$ cat src/sv/efg_pkg.sv
// Package for the event flag group unit: sizes, operation and status codes,
// controller states and the flag-condition helper. Depends on nothing.
package efg_pkg;

  localparam int unsigned GROUPS    = 8;
  localparam int unsigned WAITERS   = 16;
  localparam int unsigned FLAG_BITS = 32;
  localparam int unsigned GW        = 3;
  localparam int unsigned WW        = 4;

  typedef enum logic [1:0] {
    MODE_CREATE = 2'd0,
    MODE_PEND   = 2'd1,
    MODE_POST   = 2'd2,
    MODE_CANCEL = 2'd3
  } mode_e;

  typedef enum logic [2:0] {
    ST_OK        = 3'd0,
    ST_PARKED    = 3'd1,
    ST_POOL      = 3'd2,
    ST_NOT_LIVE  = 3'd3,
    ST_CANCELLED = 3'd4,
    ST_WOKEN     = 3'd5,
    ST_BAD_WAIT  = 3'd6
  } status_e;

  typedef enum logic [2:0] {
    S_IDLE,
    S_SCAN,
    S_WAKE,
    S_FINAL,
    S_RESP
  } state_e;

  localparam logic [1:0] KIND_ALL_CLR = 2'd0;
  localparam logic [1:0] KIND_ANY_CLR = 2'd1;
  localparam logic [1:0] KIND_ALL_SET = 2'd2;
  localparam logic [1:0] KIND_ANY_SET = 2'd3;

  // Satisfying bits of a condition; kinds below all-set look at clear bits.
  function automatic logic [FLAG_BITS-1:0] ready_bits(input logic [FLAG_BITS-1:0] cur,
                                                      input logic [FLAG_BITS-1:0] want,
                                                      input logic [1:0] kind);
    ready_bits = kind[1] ? (want & cur) : (want & ~cur);
  endfunction

  function automatic logic cond_met(input logic [FLAG_BITS-1:0] want,
                                    input logic [FLAG_BITS-1:0] rdy,
                                    input logic [1:0] kind);
    cond_met = kind[0] ? (rdy != '0) : (rdy == want);
  endfunction

  function automatic logic [FLAG_BITS-1:0] consume_bits(input logic [FLAG_BITS-1:0] cur,
                                                        input logic [FLAG_BITS-1:0] rdy,
                                                        input logic [1:0] kind);
    consume_bits = kind[1] ? (cur & ~rdy) : (cur | rdy);
  endfunction

endpackage

$ cat src/sv/event_flag_group_unit.sv
// Top level of the event flag group unit: group and waiter tables and the
// sequencer that walks the waiter slots. Depends on efg_pkg.
//
// Usage: one input channel (in_valid_i/in_ready_o) carries an RTOS call
// (create, pend, post, cancel); one output channel (out_valid_o/out_ready_i)
// returns one or more result transactions, the final one flagged by last_o.
// Create, pend and cancel produce one result: the transaction is accepted,
// the decision is taken in the next cycle and the result is held in the
// output register from the following cycle on. A post scans all 16 waiter
// slots with one shared condition checker, one slot a cycle, stopping to
// emit a woken transaction for each waiter it releases, and ends with a
// summary transaction carrying the group flags after all consumes. The
// unit takes one call at a time: in_ready_o is high only while idle.
// When the receiver stalls, the current result holds and the scan pauses.
// Reset empties the pool, clears all group flags and marks every waiter
// slot inactive; waiter records need no clearing since they are read
// only while their slot is active.
module event_flag_group_unit (
  input  logic                             clk_i,
  input  logic                             rst_ni,
  input  logic                             in_valid_i,
  output logic                             in_ready_o,
  input  logic [1:0]                       mode_i,
  input  logic [efg_pkg::GW-1:0]           group_i,
  input  logic [efg_pkg::FLAG_BITS-1:0]    pattern_i,
  input  logic [1:0]                       wait_kind_i,
  input  logic                             consume_i,
  input  logic                             post_op_i,
  input  logic [efg_pkg::WW-1:0]           waiter_i,
  output logic                             out_valid_o,
  input  logic                             out_ready_i,
  output logic [2:0]                       status_o,
  output logic [efg_pkg::GW-1:0]           result_group_o,
  output logic [efg_pkg::WW-1:0]           result_waiter_o,
  output logic [efg_pkg::FLAG_BITS-1:0]    flags_o,
  output logic                             last_o
);
  import efg_pkg::*;

  state_e state_q, state_d;

  logic [FLAG_BITS-1:0] gflags_q [GROUPS];
  logic [GROUPS-1:0]    glive_q;
  logic [GW:0]          galloc_q;
  logic [WAITERS-1:0]   wact_q;
  logic [GW-1:0]        wgrp_q  [WAITERS];
  logic [FLAG_BITS-1:0] wbits_q [WAITERS];
  logic [1:0]           wkind_q [WAITERS];
  logic                 wcons_q [WAITERS];

  // Captured call.
  logic [1:0]           mode_q;
  logic [GW-1:0]        grp_q;
  logic [FLAG_BITS-1:0] pat_q;
  logic [1:0]           kind_q;
  logic                 cons_q;
  logic [WW-1:0]        wid_q;

  // Scan state of a post.
  logic [WW:0]          idx_q, idx_d;
  logic [FLAG_BITS-1:0] cur_q, cur_d;   // flags the waiters are tested against
  logic [FLAG_BITS-1:0] acc_q, acc_d;   // flags with consumes applied

  logic [2:0]           ost_q, ost_d;
  logic [GW-1:0]        ogrp_q, ogrp_d;
  logic [WW-1:0]        owt_q, owt_d;
  logic [FLAG_BITS-1:0] ofl_q, ofl_d;
  logic                 olast_q, olast_d;

  logic                 in_acc, out_acc;
  logic [WW-1:0]        slot;
  logic [FLAG_BITS-1:0] s_rdy;
  logic                 s_hit;
  logic [FLAG_BITS-1:0] p_rdy;
  logic                 p_met;

  assign in_acc     = in_valid_i && in_ready_o;
  assign out_acc    = out_valid_o && out_ready_i;
  assign in_ready_o = (state_q == S_IDLE);
  assign out_valid_o = (state_q == S_RESP) || (state_q == S_WAKE) || (state_q == S_FINAL);

  assign slot  = idx_q[WW-1:0];
  // One checker tests the scan slot during a post; a separate one tests the pend call.
  assign s_rdy = ready_bits(cur_q, wbits_q[slot], wkind_q[slot]);
  assign s_hit = !idx_q[WW] && wact_q[slot] && (wgrp_q[slot] == grp_q) &&
                 cond_met(wbits_q[slot], s_rdy, wkind_q[slot]);
  assign p_rdy = ready_bits(gflags_q[grp_q], pat_q, kind_q);
  assign p_met = cond_met(pat_q, p_rdy, kind_q);

  assign status_o        = ost_q;
  assign result_group_o  = ogrp_q;
  assign result_waiter_o = owt_q;
  assign flags_o         = ofl_q;
  assign last_o          = olast_q;

  always_comb begin
    state_d = state_q;
    idx_d   = idx_q;
    cur_d   = cur_q;
    acc_d   = acc_q;
    unique case (state_q)
      S_IDLE: if (in_acc) begin
        state_d = S_SCAN;
        idx_d   = '0;
        cur_d   = post_op_i ? (gflags_q[group_i] & ~pattern_i) :
                              (gflags_q[group_i] | pattern_i);
        acc_d   = cur_d;
      end
      S_SCAN: begin
        if (mode_q != MODE_POST) begin
          state_d = S_RESP;
        end else if (idx_q[WW]) begin
          state_d = S_FINAL;
        end else if (s_hit) begin
          state_d = S_WAKE;
          if (wcons_q[slot]) acc_d = consume_bits(acc_q, s_rdy, wkind_q[slot]);
        end else begin
          idx_d = idx_q + 1'b1;
        end
      end
      S_WAKE: if (out_acc) begin
        state_d = S_SCAN;
        idx_d   = idx_q + 1'b1;
      end
      S_FINAL, S_RESP: if (out_acc) state_d = S_IDLE;
      default: state_d = S_IDLE;
    endcase
  end

  // Result of the current scan step, loaded into the output register.
  always_comb begin
    ost_d   = ST_OK;
    ogrp_d  = grp_q;
    owt_d   = wid_q;
    ofl_d   = '0;
    olast_d = 1'b1;
    unique case (mode_q)
      MODE_CREATE: begin
        owt_d = '0;
        if (galloc_q[GW]) begin
          ost_d  = ST_POOL;
          ogrp_d = '0;
        end else begin
          ogrp_d = galloc_q[GW-1:0];
        end
      end
      MODE_PEND: begin
        if (!glive_q[grp_q])    ost_d = ST_NOT_LIVE;
        else if (wact_q[wid_q]) ost_d = ST_BAD_WAIT;
        else if (p_met)         ofl_d = p_rdy;
        else                    ost_d = ST_PARKED;
      end
      MODE_POST: begin
        owt_d = '0;
        if (!glive_q[grp_q]) begin
          ost_d = ST_NOT_LIVE;
        end else if (idx_q[WW]) begin
          ofl_d = acc_q;
        end else if (s_hit) begin
          ost_d   = ST_WOKEN;
          owt_d   = slot;
          ofl_d   = s_rdy;
          olast_d = 1'b0;
        end
      end
      MODE_CANCEL: begin
        if (wact_q[wid_q]) begin
          ost_d  = ST_CANCELLED;
          ogrp_d = wgrp_q[wid_q];
        end else begin
          ost_d  = ST_BAD_WAIT;
          ogrp_d = '0;
        end
      end
      default: ;
    endcase
  end

  always_ff @(posedge clk_i or negedge rst_ni) begin
    if (!rst_ni) begin
      state_q  <= S_IDLE;
      glive_q  <= '0;
      galloc_q <= '0;
      wact_q   <= '0;
      for (int i = 0; i < GROUPS; i++) gflags_q[i] <= '0;
    end else begin
      state_q <= state_d;
      if (state_q == S_IDLE && in_acc && mode_i == MODE_POST && glive_q[group_i]) begin
        // Post update happens at accept; the scan reads the new value.
        if (post_op_i) gflags_q[group_i] <= gflags_q[group_i] & ~pattern_i;
        else           gflags_q[group_i] <= gflags_q[group_i] | pattern_i;
      end
      if (state_q == S_SCAN) begin
        unique case (mode_q)
          MODE_CREATE: if (!galloc_q[GW]) begin
            gflags_q[galloc_q[GW-1:0]] <= pat_q;
            glive_q[galloc_q[GW-1:0]]  <= 1'b1;
            galloc_q <= galloc_q + 1'b1;
          end
          MODE_PEND: if (glive_q[grp_q] && !wact_q[wid_q]) begin
            if (p_met) begin
              if (cons_q) gflags_q[grp_q] <= consume_bits(gflags_q[grp_q], p_rdy, kind_q);
            end else begin
              wact_q[wid_q] <= 1'b1;
            end
          end
          MODE_POST: begin
            if (s_hit) wact_q[slot] <= 1'b0;
            if (idx_q[WW] && glive_q[grp_q]) gflags_q[grp_q] <= acc_q;
          end
          MODE_CANCEL: if (wact_q[wid_q]) wact_q[wid_q] <= 1'b0;
          default: ;
        endcase
      end
    end
  end

  always_ff @(posedge clk_i) begin
    idx_q <= idx_d;
    cur_q <= cur_d;
    acc_q <= acc_d;
    if (in_acc) begin
      mode_q <= mode_i;
      grp_q  <= group_i;
      pat_q  <= pattern_i;
      kind_q <= wait_kind_i;
      cons_q <= consume_i;
      wid_q  <= waiter_i;
    end
    if (state_q == S_SCAN && mode_q == MODE_PEND && glive_q[grp_q] && !wact_q[wid_q] &&
        !p_met) begin
      wgrp_q[wid_q]  <= grp_q;
      wbits_q[wid_q] <= pat_q;
      wkind_q[wid_q] <= kind_q;
      wcons_q[wid_q] <= cons_q;
    end
    if (state_q == S_SCAN) begin
      ost_q   <= ost_d;
      ogrp_q  <= ogrp_d;
      owt_q   <= owt_d;
      ofl_q   <= ofl_d;
      olast_q <= olast_d;
    end
  end

endmodule
$ cat config.mk
export PLATFORM = sky130hd
export DESIGN_NAME = event_flag_group_unit
export DESIGN_NICKNAME = d
export VERILOG_FILES = /design/src/sv/efg_pkg.sv /design/src/sv/event_flag_group_unit.sv
export SDC_FILE = /design/constraint.sdc
export NUM_CORES = 2
export LEC_CHECK = 0
export BUFFER_PORTS_ARGS = -buffer_cell sky130_fd_sc_hd__buf_2
export CORE_UTILIZATION = 45
export CTS_CLUSTER_DIAMETER = 120
export DETAILED_ROUTE_END_ITERATION = 6
export GPL_TIMING_DRIVEN = 0
export SLEW_MARGIN = 0
export SYNTH_ARGS = -nofsm -noshare
export SYNTH_HDL_FRONTEND = slang
export SYNTH_SLANG_ARGS = --single-unit
$ cat constraint.sdc
create_clock -name clk_i -period 8.81 [get_ports clk_i]
set_input_delay 0 -clock clk_i [delete_from_list [all_inputs] [get_ports clk_i]]
set_output_delay 0 -clock clk_i [all_outputs]
set_load 0.03 [all_outputs]
---- Word level (Yosys, flattened, before mapping) ----
Memories as Yosys holds them, arrays and structs flattened. A register that Yosys moved wholly into a read port is not among the register bits.
Cells that the tools add are included.
word-level totals
  register bits after elaboration ......... 443
  memory bits (writable) .................. 608
  input port bits ......................... 49
  output and inout bits ................... 45
  logic and storage cells ................. 245
  memories ................................ 4
memory list
  memory   depth  width  read ports  clocked after memory_dff  wr ports  RTL line                     RTL
  wbits_q  16     32     1           1                         1         event_flag_group_unit.sv:47  logic [FLAG_BITS-1:0] wbits_q [WAITERS];
  wgrp_q   16     3      2           2                         1         event_flag_group_unit.sv:46  logic [GW-1:0] wgrp_q [WAITERS];
  wkind_q  16     2      1           1                         1         event_flag_group_unit.sv:48  logic [1:0] wkind_q [WAITERS];
  wcons_q  16     1      1           1                         1         event_flag_group_unit.sv:49  logic wcons_q [WAITERS];
cells by class
  add/subtract/negate cells ............... 2
  $lt $le $gt $ge ......................... 14
  eq/ne operators ......................... 25
  mux-type cells .......................... 103
  bitwise gates (word level) .............. 27
  reductions and logical operators ........ 42
operator list
  operator                                    number
  256-bit two-way mux                         8
  256-bit bitwise mux                         5
  256-bit one-hot mux with 3 select lines     1
  32-bit two-way mux                          23
  32-bit demux with 3-bit select              3
  32-bit bitwise AND                          7
  32-bit binary-select mux with 3-bit select  2
  32-bit NOT                                  5
  32-bit one-hot mux with 2 select lines      2
  32-bit OR                                   3
  32-bit equality test                        2
  16-bit two-way mux                          4
  32-bit nonzero test                         2
  16-bit one-hot mux with 3 select lines      1
  3-bit two-way mux                           13
  4-bit two-way mux                           9
  16-bit bitwise AND                          2
  16-bit NOT                                  2
  5-bit two-way mux                           5
  2-bit != test, second input constant        12
  3-bit one-hot mux with 4 select lines       2
  1-bit logical AND                           20
  6-bit AND reduction                         3
  16-bit OR                                   1
  other kinds (39)                            76

---- Depth between registers and ports, before layout ----
  depth in word-level cells ............... 16
  gate-level depth with buffers ........... 16

---- Worst setup path before layout ----
No wires, ideal clock.
  kind .................................... register -> register
  start ................................... reg grp_q[2]
  end ..................................... mem wbits_q[11][0] (enable)
  arrival ................................. 6.387 ns
  data required time ...................... 8.330 ns
  path slack .............................. 1.943 ns
  stages on the path, launching flop included .. 16
  buffers on the path ..................... 5
  cells stage by stage .................... edfxtp_1 buf_2 clkbuf_1 buf_1 mux2i_1 nor2_1 o41ai_1 o221ai_1 a2111o_1 a2111oi_0 nand3_1 buf_2 nand2_1 nand4_1 buf_2 nor3_1
between the ends
  cells in the longest elaborated chain, start to end .. 13
  elaborated cells between the ends (all ways) .. 19
RTL lines
  item                                                         RTL line                      RTL
  start, declared                                              event_flag_group_unit.sv:53   logic [GW-1:0] grp_q;
  start signal, assigned                                       event_flag_group_unit.sv:224  grp_q <= group_i;
  3-bit NOT with 4-bit output (implied by the code)            event_flag_group_unit.sv:87   assign p_rdy = ready_bits(gflags_q[grp_q], pat_q, kind_q);
  32-bit binary-select mux with 3-bit select                   event_flag_group_unit.sv:87
  32-bit two-way mux (implied by the code) (2 in series)       event_flag_group_unit.sv:87
  32-bit NOT                                                   efg_pkg.sv:45                 ready_bits = kind[1] ? (want & cur) : (want & ~cur);
  32-bit bitwise AND                                           efg_pkg.sv:45
  32-bit two-way mux                                           efg_pkg.sv:45
  32-bit equality test or 32-bit nonzero test (tied branches)  efg_pkg.sv:51                 cond_met = kind[0] ? (rdy != '0) : (rdy == want);
  1-bit two-way mux                                            efg_pkg.sv:51
  1-bit zero test                                              event_flag_group_unit.sv:231  !p_met) begin
  1-bit logical AND *                                          event_flag_group_unit.sv:230  if (state_q == S_SCAN && mode_q == MODE_PEND && glive_q[grp_q] && !wact_q[wid_q] &&
  1-bit two-way mux *                                          event_flag_group_unit.sv:230
  1-bit two-way mux (implied by the code) *                    event_flag_group_unit.sv:233  wbits_q[wid_q] <= pat_q;
  end, declared                                                event_flag_group_unit.sv:47
Mark *: on every way between the ends. The rest lies on a longest branch, timed or not. The select of a mux whose other input is x is not followed.

---- Final worst setup path ----
  start ................................... reg grp_q[0]
  end ..................................... reg gflags_q[1] in the netlist's numbering
between the ends
  cells in the longest elaborated chain, start to end .. 16
  elaborated cells between the ends (all ways) .. 32
RTL lines
  item                                                    RTL line                                                                                 RTL
  3-bit NOT with 4-bit output (implied by the code)       event_flag_group_unit.sv:87, event_flag_group_unit.sv:202, event_flag_group_unit.sv:209
  32-bit binary-select mux with 3-bit select              event_flag_group_unit.sv:87, event_flag_group_unit.sv:202
  32-bit two-way mux (implied by the code) (2 in series)  event_flag_group_unit.sv:87, event_flag_group_unit.sv:202
  32-bit NOT                                              efg_pkg.sv:45
  32-bit bitwise AND                                      efg_pkg.sv:45
  32-bit two-way mux                                      efg_pkg.sv:45
  32-bit NOT                                              efg_pkg.sv:57                                                                            consume_bits = kind[1] ? (cur & ~rdy) : (cur | rdy);
  32-bit bitwise AND                                      efg_pkg.sv:57
  32-bit two-way mux                                      efg_pkg.sv:57
  256-bit bitwise mux                                     event_flag_group_unit.sv:202                                                             if (cons_q) gflags_q[grp_q] <= consume_bits(gflags_q[grp_q], p_rdy, kind_q);
  256-bit two-way mux                                     event_flag_group_unit.sv:202
  256-bit two-way mux                                     event_flag_group_unit.sv:201                                                             if (p_met) begin
  256-bit two-way mux                                     event_flag_group_unit.sv:200                                                             MODE_PEND: if (glive_q[grp_q] && !wact_q[wid_q]) begin
  256-bit one-hot mux with 3 select lines *               event_flag_group_unit.sv:194                                                             unique case (mode_q)
  256-bit two-way mux *                                   event_flag_group_unit.sv:193                                                             if (state_q == S_SCAN) begin
  end signal, assigned by index                           event_flag_group_unit.sv:191                                                             else gflags_q[group_i] <= gflags_q[group_i] | pattern_i;
  end signal, assigned by index                           event_flag_group_unit.sv:196                                                             gflags_q[galloc_q[GW-1:0]] <= pat_q;
  end signal, assigned by index                           event_flag_group_unit.sv:202
  end, declared                                           event_flag_group_unit.sv:42                                                              logic [FLAG_BITS-1:0] gflags_q [GROUPS];
Marked as above.
A chain may end at the register's enable or synchronous reset.

==> summary.md <==
| Metric | Value |
|---|---|
| Status | complete, but fails checks |
| Failing checks | capacitance limit, slew limit, setup timing |
| Clk buf depth | 3 |
| Design Power | 26.7 mW |
| DR pass1 iterations | 7 |
| P_int | 13.8 mW |
| Hold Path Class | input port to flip-flop |
| Final wirelength | 359000 um |
| Final Hold Vio Count | 0 |
| Slowest-stage cell, CP | nand4_1 |
| Warning count from the yosys run | 0 |
| Register area | 0.0303 mm2 |
| Share of flip-flops with an asynchronous set or reset | 0.271 |
| DRC viols | 0 |
| Clk network pwr share | 0.186 |
| Initial antenna violation count | 37 |
| Startpoint types | flip-flop |
| Max-slew headroom | -0.125 |
| Hold WS | 0.0168 ns |
| Seq cells post-synth | 1059 |
| Crit path max fanout | 17 |
| Final core occ | 0.517 |
| Vias post-DR | 59700 |
| Antenna Nets Post-Route | 0 |
| Cts bufs inserted | 113 |
| Worst path cell trace | buf_2 > buf_4 > buf_2 > buf_2 > a221oi_1 > o22ai_1 > o21ai_0 > nor4b_1 > o2bb2ai_1 > o31ai_2 > nand4_1 > clkbuf_1 > o21ai_0 > a22oi_1 |
| Tightest Pin Transition | 1.69 ns |
| Core area | 0.140 mm2 |
| Overall Global Routing Usage | 0.497 |
| Nets | 6099 |
| Synth Flop Type | edfxtp_1 |
| Yosys top cell area share | 0.362 |
| Fmax | 0.111 GHz |
| CTS Root Cell | clkbuf_16 |
| Clock Skews | 0.0570 ns |
| Period utilization | 1.03 |
| Cell total after placement | 7726 |
| DP HPWL | 268000 um |
| Largest net degree at the start of global routing | 95 |
| Critical Path End Type | flip-flop |
| Post-Syn Area per Cell | 11.2 um2 |
| CTS tree | built |
| Fin. max-slew vios | 145 |
| Count leader, synth | edfxtp_1 |
| Synthesized net count | 5731 |
| Multi-input logic area | 0.0305 mm2 |
| Vias per cell | 7.44 |
| Arr. time, crit path | 9.67 ns |
| Die W | 377 um |
| Global-route wire length before repair | 479000 um |
| Switch Pwr | 12.9 mW |
| DIE AREA | 0.142 mm2 |
| Drt wl/cell | 44.7 um |
| Clock transition at path regs | 0.07 ns |
| Gpl congestion | 1.08 |
| Initial Util | 0.454 |
| RSZ-0062 raised after global routing | no |
| IO buf count | 92 |
| Post-synthesis sequential area ratio | 0.478 |
| Crit path time final | 9.04 ns |
| Gr ovfl total | 0 |
| Mapped Cells | 5672 |
| Clock sink count | 1059 |
| Layout area overhead | 13.9% |
| Post-synth top cells | 764 x edfxtp_1, 483 x nand2_1, 441 x o21ai_0 |
| Max cap viols | 15 |
| Synthesized area | 0.0633 mm2 |
| H-tree lvl count | 3 |
| Row count | 137 |
| Sw Share | 0.482 |
| Logic pwr share | 0.515 |
| Final setup fails | 1 |
| Worst EP required | 9.44 ns |
| Layout cells sized above 1 | 0.180 |
| Critical path class | flip-flop to flip-flop |
| Post-synth cell types | 94 |
| Die H | 377 um |
| Area contributors post-synth | edfxtp_1 36%, dfrtp_1 11%, mux4_2 9.5% |
| Sequential power share | 0.299 |
| Top cell by count, worst path | buf_2 |
| Clk Latency, worst-skew pair | 0.80 ns |
| Fin cells | 8029 |
| VDD IR max | 0.195 mV |
| Leading area contributor after synthesis | edfxtp_1 |
| # IOs | 94 |
| Layout fillers | 12300 |
| Leak | 25.4 nW |
| Post-route setup slack | -0.231 ns |
| Iteration-0 DRC count of the detailed router | 9628 |
| Max incr delay on CP | 1.14 ns |
| EDFF count, synth | 764 |
| Vias in the first global route | 56100 |
| PwrDens | 371 mW/mm2 |
-- power by group through the flow --
stage	combinational, mW	sequential, mW	clock (mW)
3_5_place_dp	12.9	7.89	0
3_3_place_gp	12.7	7.91	0
5_1_grt	14.1	7.94	5.13
6_report	13.8	7.99	4.97
4_1_cts	13.0	7.81	4.96
2_1_floorplan	8.04	7.26	0
-- cell families (layout without fill, tap and decap cells) --
group,after synthesis,count (layout),synth area share
AO/OA/AOI/OAI,1859,1859,0.205
XOR/XNOR,64,64,0.00885
adder cells (fa/ha/maj),10,10,0.00198
buffers and inverters,677,1143,0.0435
flip-flops,1059,1059,0.478
multiplexers,723,723,0.171
other,0,15,0
AND/OR/NAND/NOR,1280,1280,0.0922
-- stage by stage --
step,TNS (ns),setup slack [ns],cell area [um2]
floorplan,0,1.94,63300
global placement,-2586.88,-5.47,66100
detailed placement,-109.62,-0.917,67500
CTS,0,0.0247,72000
global route,0,0.294,72100
finish,-0.231,-0.231,72100
-- state kept, by name, indices dropped and copies added, names as in the netlist, 2 cells and up, named ones only --
signal           cells
cur_q               32
flags_o             32
galloc_q             4
gflags_q           256
glive_q              8
grp_q                3
idx_q                5
kind_q               2
mode_q               2
pat_q               32
result_group_o       3
result_waiter_o      4
state_q              3
status_o             3
wact_q              16
wbits_q            512
wcons_q             16
wgrp_q              48
wid_q                4
wkind_q             32
-- final timing paths --
path	startpoint	endpoint	slack [ns]	cells past startpoint
worst max-delay path	grp_q[0]	gflags_q[1]	-0.23	14
worst min-delay path	pattern_i[0]	pat_q[0]	0.02	2
worst max register to register	grp_q[0]	gflags_q[1]	-0.23	14
worst min register to register	glive_q[3]	glive_q[3]	0.49	1
max in group asynchronous	rst_ni	gflags_q[25]	6.13	6
min in group asynchronous	rst_ni	gflags_q[142]	0.44	3
-- critical path: cells and delay by family (launching register included) --
kind / cells / cell delay, ns
DFF: 1 / 0.78
AOI/OAI and AO/OA: 7 / 3.23
buffers and inverters: 5 / 2.88
and+or+nand+nor: 2 / 1.93
-- metal layers --
metal  GRT usage  up-vias  part of all wire
li1            -    22900                 -
met3       0.165     1568              0.13
met1       0.603    29800              0.35
met4       0.400       22             0.096
met5     0.00103        -           0.00043
met2       0.720     5410              0.42
-- repair_timing --
item / 4_1_cts / 5_1_grt
setup buffers: 0 / 8
resized for setup: 8 / 1
endpoints found under the setup margin: 398 / 79
endpoints found under the hold margin: 336 / 0
hold buffers: 67 / 0
-- cell type report --
class                      instances  area share
inverter                         103     0.00540
multi-input combinational       3936       0.424
buffer                           574      0.0333
sequential                      1059       0.420
timing repair buffer             253      0.0326
antenna                           15    0.000521
clock buffer                     147      0.0420
clock inverter                    66     0.00998
tap                             1876      0.0326
-- layout by cell type, fill, tap and decap left out, drive strengths merged, types with 21 or more instances in the layout --
cell / Yosys / final
a211oi: 61 / 61
a21o: 105 / 105
a21oi: 279 / 279
a221oi: 100 / 100
a22oi: 178 / 178
a2bb2oi: 98 / 98
a31o: 46 / 46
and2: 21 / 21
and3: 42 / 42
buf: 155 / 338
clkbuf: 419 / 567
clkinv: 5 / 53
dfrtp: 287 / 287
dlygate4sd3: 0 / 67
edfxtp: 764 / 764
inv: 98 / 99
mux2: 191 / 191
mux2i: 266 / 266
mux4: 266 / 266
nand2: 483 / 483
nand2b: 53 / 53
nand3: 71 / 71
nor2: 357 / 357
nor2b: 32 / 32
nor3: 123 / 123
o211ai: 229 / 229
o21ai: 445 / 445
o221a: 25 / 25
o22ai: 32 / 32
o311a: 77 / 77
o31a: 36 / 36
or2: 26 / 26
xnor2: 58 / 58
No activity file was read; power rests on OpenSTA's default activity.
